$ cat config.mk
export PLATFORM = sky130hd
export DESIGN_NAME = vnh_hash
export DESIGN_NICKNAME = d
export VERILOG_FILES = /design/src/rtl/vnh_pkg.sv /design/src/rtl/vnh_hash.sv
export SDC_FILE = /design/constraint.sdc
export NUM_CORES = 2
export LEC_CHECK = 0
export BUFFER_PORTS_ARGS = -buffer_cell sky130_fd_sc_hd__buf_2
export CORE_ASPECT_RATIO = 0.6
export CORE_MARGIN = 3
export CORE_UTILIZATION = 34
export DETAILED_ROUTE_END_ITERATION = 16
export SYNTH_ARGS = -nofsm -noshare
export SYNTH_HDL_FRONTEND = slang
export SYNTH_SLANG_ARGS = --single-unit
$ cat constraint.sdc
create_clock -name clk -period 10 [get_ports clk]
set_input_delay 1 -clock clk [delete_from_list [all_inputs] [get_ports clk]]
set_output_delay 1 -clock clk [all_outputs]
set_load 0.02 [all_outputs]
$ cat src/rtl/vnh_pkg.sv
package vnh_pkg;

    localparam int COORD_W    = 32;
    localparam int HEIGHT_W   = 10;
    localparam int BASE_W     = 8;
    localparam int AMP_W      = 6;

    localparam int CFG_INDEX_W = 2;
    localparam int CFG_DATA_W  = 8;

    localparam logic [CFG_INDEX_W-1:0] REG_BASE_HEIGHT = 2'd0;
    localparam logic [CFG_INDEX_W-1:0] REG_AMPLITUDE   = 2'd1;

    localparam logic [BASE_W-1:0] BASE_RESET = 8'd128;
    localparam logic [AMP_W-1:0]  AMP_RESET  = 6'd20;

    localparam int SPREAD_SHIFT_DEFAULT = 6;

    // register stages inside one corner hash unit
    localparam int HASH_STAGES = 6;

    localparam logic [31:0] HASH_MUL_X = 32'd93175;
    localparam logic [31:0] HASH_MUL_Z = 32'd777;
    localparam logic [30:0] HASH_A     = 31'd69313;
    localparam logic [30:0] HASH_B     = 31'd263167;
    localparam logic [30:0] HASH_C     = 31'd16785407;
    localparam logic [31:0] ONE_Q30    = 32'h4000_0000;

    typedef logic [COORD_W-1:0]        cell_t;
    typedef logic [30:0]               hash_t;
    typedef logic signed [31:0]        corner_t;

endpackage

$ cat src/rtl/vnh_hash.sv
module vnh_hash
(
    input  logic              clk,
    input  logic              en,
    input  vnh_pkg::cell_t    cell_x,
    input  vnh_pkg::cell_t    cell_z,
    output vnh_pkg::corner_t  value
);

    logic [31:0]       px_reg;
    logic [31:0]       pz_reg;
    logic [31:0]       sum_next;
    logic [31:0]       mix_next;
    vnh_pkg::hash_t    mix_reg;
    vnh_pkg::hash_t    sq_reg;
    vnh_pkg::hash_t    mix_d3_reg;
    vnh_pkg::hash_t    poly_reg;
    vnh_pkg::hash_t    mix_d4_reg;
    vnh_pkg::hash_t    hv_reg;
    vnh_pkg::corner_t  value_reg;

    always_comb
    begin
        sum_next = px_reg + pz_reg;
        // arithmetic shift right by 13, folded back in
        mix_next = {{13{sum_next[31]}}, sum_next[31:13]} ^ sum_next;
    end

    // only the low 31 bits of the polynomial survive the final mask
    always_ff @(posedge clk)
    begin
        if (en)
        begin
            px_reg     <= vnh_pkg::HASH_MUL_X * cell_x;
            pz_reg     <= vnh_pkg::HASH_MUL_Z * cell_z;
            mix_reg    <= mix_next[30:0];
            sq_reg     <= mix_reg * mix_reg;
            mix_d3_reg <= mix_reg;
            poly_reg   <= sq_reg * vnh_pkg::HASH_A + vnh_pkg::HASH_B;
            mix_d4_reg <= mix_d3_reg;
            hv_reg     <= mix_d4_reg * poly_reg + vnh_pkg::HASH_C;
            value_reg  <= signed'(vnh_pkg::ONE_Q30 - {1'b0, hv_reg});
        end
    end

    assign value = value_reg;

endmodule
# == Yosys cells after proc, flatten, opt, wreduce, memory -nomap -nowiden ==
# Cells that the tools add are included.
# word_totals
register_bits,282
input_bits,66
output_inout_bits,32
word_cells,19
# op_classes
addsub,4
multipliers,5
bitwise_logic,1
# ops
op,n
$mul 31x31->31,2
$add 32x32->32,1
$mul 10x32->32 const A,1
$mul 17x32->32 const A,1
$sub 31x31->32 const A,1
$add 31x19->31 const B,1
$add 31x25->31 const B,1
$mul 31x17->31 const B,1
$xor 31x31->31,1

# == Longest topological paths before layout ==
# logic_depth
word_depth,2
depth_mapped,29
ltp_nobuf,27

# == Worst setup path after synthesis ==
# Ideal clock, no wire load.
# synth_timing
path_type,reg2reg
startpoint,reg mix_reg[11]
endpoint,reg sq_reg[30] (data pin)
setup_ns,0.260
t_arrival_ns,7.099
t_required_ns,9.740
path_slack_ns,2.642
stages_incl_launch_ff,28
n_path_buf,3
synth_period_minus_slack_ns,7.358
path_cell_list,edfxtp_1 > clkbuf_1 > clkbuf_1 > nand2_1 > fa_1 > inv_1 > fa_1 > fa_1 > inv_1 > fa_1 > inv_1 > fa_1 > inv_1 > fa_1 > inv_1 > fa_1 > fa_1 > ha_1 > clkbuf_1 > a21oi_1 > nor2_1 > a2111oi_0 > a211oi_1 > a211oi_1 > o2bb2ai_1 > o2111ai_1 > a21oi_1 > xnor2_1
# synth_via
elab_chain_len,1
# synth_lines
item,line_no,text
"start, declared",vnh_hash.sv:14,vnh_pkg::hash_t mix_reg;
"start signal, assigned",vnh_hash.sv:36,mix_reg <= mix_next[30:0];
$mul 31x31->31,vnh_hash.sv:37,sq_reg <= mix_reg * mix_reg;
"end signal, assigned",vnh_hash.sv:37,
"end, declared",vnh_hash.sv:15,vnh_pkg::hash_t sq_reg;
# No other way between the ends.
# A chain may end at the register's enable or synchronous reset.

# == Worst setup path in the final report ==
# layout_timing
startpoint,reg mix_reg[7]
endpoint,reg sq_reg[30] (data pin)
# Same word-level chain as after synthesis.

==> out/results.txt <==
Crit end category: flop
Max Cap Violations: 0
Area share of xor/xnor cells in the synthesized design: 0.0541
H-tree depth: 1
Clock tree sinks: 279
Most frequent cells in the layout: sky130_fd_sc_hd__inv_1 (1,547), sky130_fd_sc_hd__fa_1 (1,103), sky130_fd_sc_hd__ha_1 (611)
# IOs: 98
Core box area: 160,000 um2
Vertical extent of the die: 318 um
Antenna-violating nets left: 0
Crit path time final: 8.00 ns
Global-route usage over all layers: 0.163
Number of filler cells placed in the layout: 15,800
Number of setup violations in the final report: 0
Cts hold-fix bufs: 0
Initial antenna violation count: 3
Register bit count reported by yosys: 279
Die outline area: 168,000 um2
Type of the tightest min-delay check: reg2reg
Yosys cell types: 63
Pin slew with the least headroom to its limit: 1.16 ns
Via density per instance: 4.63
Instance count of the mapped netlist: 5,456
Category of the critical setup timing path: reg2reg
Worst-Skew Late Latency: 0.65 ns
Busiest layer in global routing: met1
Post-route insts no fill: 7,644
Most common cell after layout, fill and taps aside: sky130_fd_sc_hd__inv_1
Required @ worst endpoint: 10.38 ns
Library cell used as clock root buffer: sky130_fd_sc_hd__clkbuf_16
Hold violation count in the final report: 0
Mean Syn Cell Area: 10.1 um2
Setup tns final: 0 ns
Vias after detailed routing: 35,400
First-pass GRT wire length: 217,000 um
Cells resized by post-CTS repair: 0
Complex-gate fraction of the synthesized area: 0.0501
Synth Area in Simple Gates: 0.0930
TritonCTS clock tree: built
Fraction of final layout cells sized beyond drive strength 1: 0.0341
Width of the die: 527 um
Worst path arrival time: 8.38 ns
Share of the clock period used by the worst path after layout: 0.800
Adder and majority gate portion of the synthesized area: 0.537
Cell Area, Synth: 55,300 um2
Largest net degree at the start of global routing: 160
Sum of net half-perimeters after detailed placement: 113,000 um
Maximum fanout along the worst path: 20
Number of buffers inserted by post-CTS setup repair: 0
Number of flops mapped to enable cells by yosys: 279
Count of routing violations after the opening detailed-route iteration: 2,484
Worst hold slack: 0.420 ns
Number of rows created at floorplan: 113
Top_reg_cell synth: sky130_fd_sc_hd__edfxtp_1
Relative slew slack: 0.225
Area occupied by registers: 8380 um2
Area delta synth->final: 7.01%
Multi-input logic area: 40,700 um2
Post-layout util: 0.370
Yosys warning count: 0
Longest Clk Path Bufs: 3
Buffers added on ports: 97
Final max-slew violation count: 0
Critical path launch point type: flop
Final WL: 132,000 um
Mux contribution to synthesized area: 0.000543
Worst Skew: 0.0395 ns
Number of buffers inserted during clock tree synthesis: 30
DRT Pass-1 Iters: 7
Unrepaired setup endpoints after global routing: false
FFs w/ async S/R, synth: 0
Clock transition at the register clock pins on the worst setup and hold paths after CTS: 0.07 ns
Count of nets after finishing: 7,271
Placed cell count: 7,586
Main combinational cell family by area after synthesis: adder cells
Routed len/inst: 17.3 um
Sequential cell area fraction in the yosys report: 0.151
Initial standard-cell utilization of the core: 0.346
Placer congestion estimate: 0.900
Aggregate global routing overflow: 0
Achievable clock frequency: 125 MHz
M3 GR Usage: 0.0433
Number of global-route vias before repair: 38,500
DRC errors left: 0
Run status: finished, final reports clean
Routing usage on met2: 0.232
Global-route track usage on met1: 0.251
-- worst paths after layout --
path,depth (start not counted),slack [ns],end,start
setup / recovery,26,2.00,sq_reg[30],mix_reg[7]
hold reg to reg,0,0.42,mix_d4_reg[20],mix_d3_reg[20]
setup reg to reg,26,2.00,sq_reg[30],mix_reg[7]
hold / removal,0,0.42,mix_d4_reg[20],mix_d3_reg[20]
-- area by class of cell --
class                   count  area share
clock inverters            24     0.00313
flip-flops and latches    279       0.142
repair buffers            120      0.0115
inverters                1547      0.0981
multi-input cells        3513       0.688
diodes                      2   0.0000845
clock buffers              32      0.0132
well taps                2127      0.0450
-- stage by stage --
stage	area (um2)	setup WS (ns)
final	59200	2.00
after global routing	59200	1.56
after CTS	59200	2.02
after detailed placement	58200	2.00
after global placement	58200	2.06
after floorplan	55300	2.64
-- cell usage after synthesis, drive strengths merged (13+ instances only) --
master,number,area (um2)
a211oi,26,195
a21o,50,375
a21oi,143,716
a31oi,14,87.6
and2,406,2540
clkbuf,118,443
edfxtp,279,8380
fa,1103,22100
ha,611,7640
inv,1547,5810
nand2,346,1300
nand2b,17,106
nand3,26,130
nand4,14,87.6
nor2,109,409
nor2b,13,81.3
nor3,27,135
o21a,20,150
o21ai,88,440
o21bai,23,173
or3,13,87.6
xnor2,258,2260
xor2,84,736
-- layer usage --
metal  wire, um  vias to the layer above
met5          0                        -
met4       1910                        0
met3      11600                      138
met2      52700                     1045
met1      65900                    17700
li1           -                    16500
-- cell families (layout without fill, tap and decap cells) --
kind of cell	Yosys count	in the layout
fa+ha+maj	1714	1714
buf+inv	1669	1723
simple gates	1009	1009
compound gates	438	438
xor+xnor	342	342
flops	279	279
mux	3	3
other cells	2	9
-- critical path, stage by stage, from the launching register on --
cell and delay (ns):
sky130_fd_sc_hd__edfxtp_1 0.88, sky130_fd_sc_hd__inv_1 0.28, sky130_fd_sc_hd__nor2_1 0.28, sky130_fd_sc_hd__ha_1 0.29, sky130_fd_sc_hd__xor2_1 0.23, sky130_fd_sc_hd__fa_1 0.21
sky130_fd_sc_hd__inv_1 0.05, sky130_fd_sc_hd__fa_1 0.48, sky130_fd_sc_hd__inv_1 0.05, sky130_fd_sc_hd__fa_1 0.48, sky130_fd_sc_hd__inv_1 0.05, sky130_fd_sc_hd__fa_1 0.51
sky130_fd_sc_hd__inv_1 0.06, sky130_fd_sc_hd__fa_1 0.52, sky130_fd_sc_hd__inv_1 0.05, sky130_fd_sc_hd__fa_1 0.49, sky130_fd_sc_hd__fa_1 0.42, sky130_fd_sc_hd__ha_1 0.38
sky130_fd_sc_hd__a21oi_1 0.18, sky130_fd_sc_hd__nor2_1 0.07, sky130_fd_sc_hd__a2111oi_0 0.56, sky130_fd_sc_hd__a211oi_1 0.12, sky130_fd_sc_hd__a211oi_1 0.43, sky130_fd_sc_hd__o2bb2ai_1 0.24
sky130_fd_sc_hd__o2111ai_1 0.17, sky130_fd_sc_hd__a21oi_1 0.20, sky130_fd_sc_hd__xnor2_1 0.08
Power is left out: the tool's default activity adds up to more than one toggle a clock period on the data nets, which glitch-free logic cannot reach.
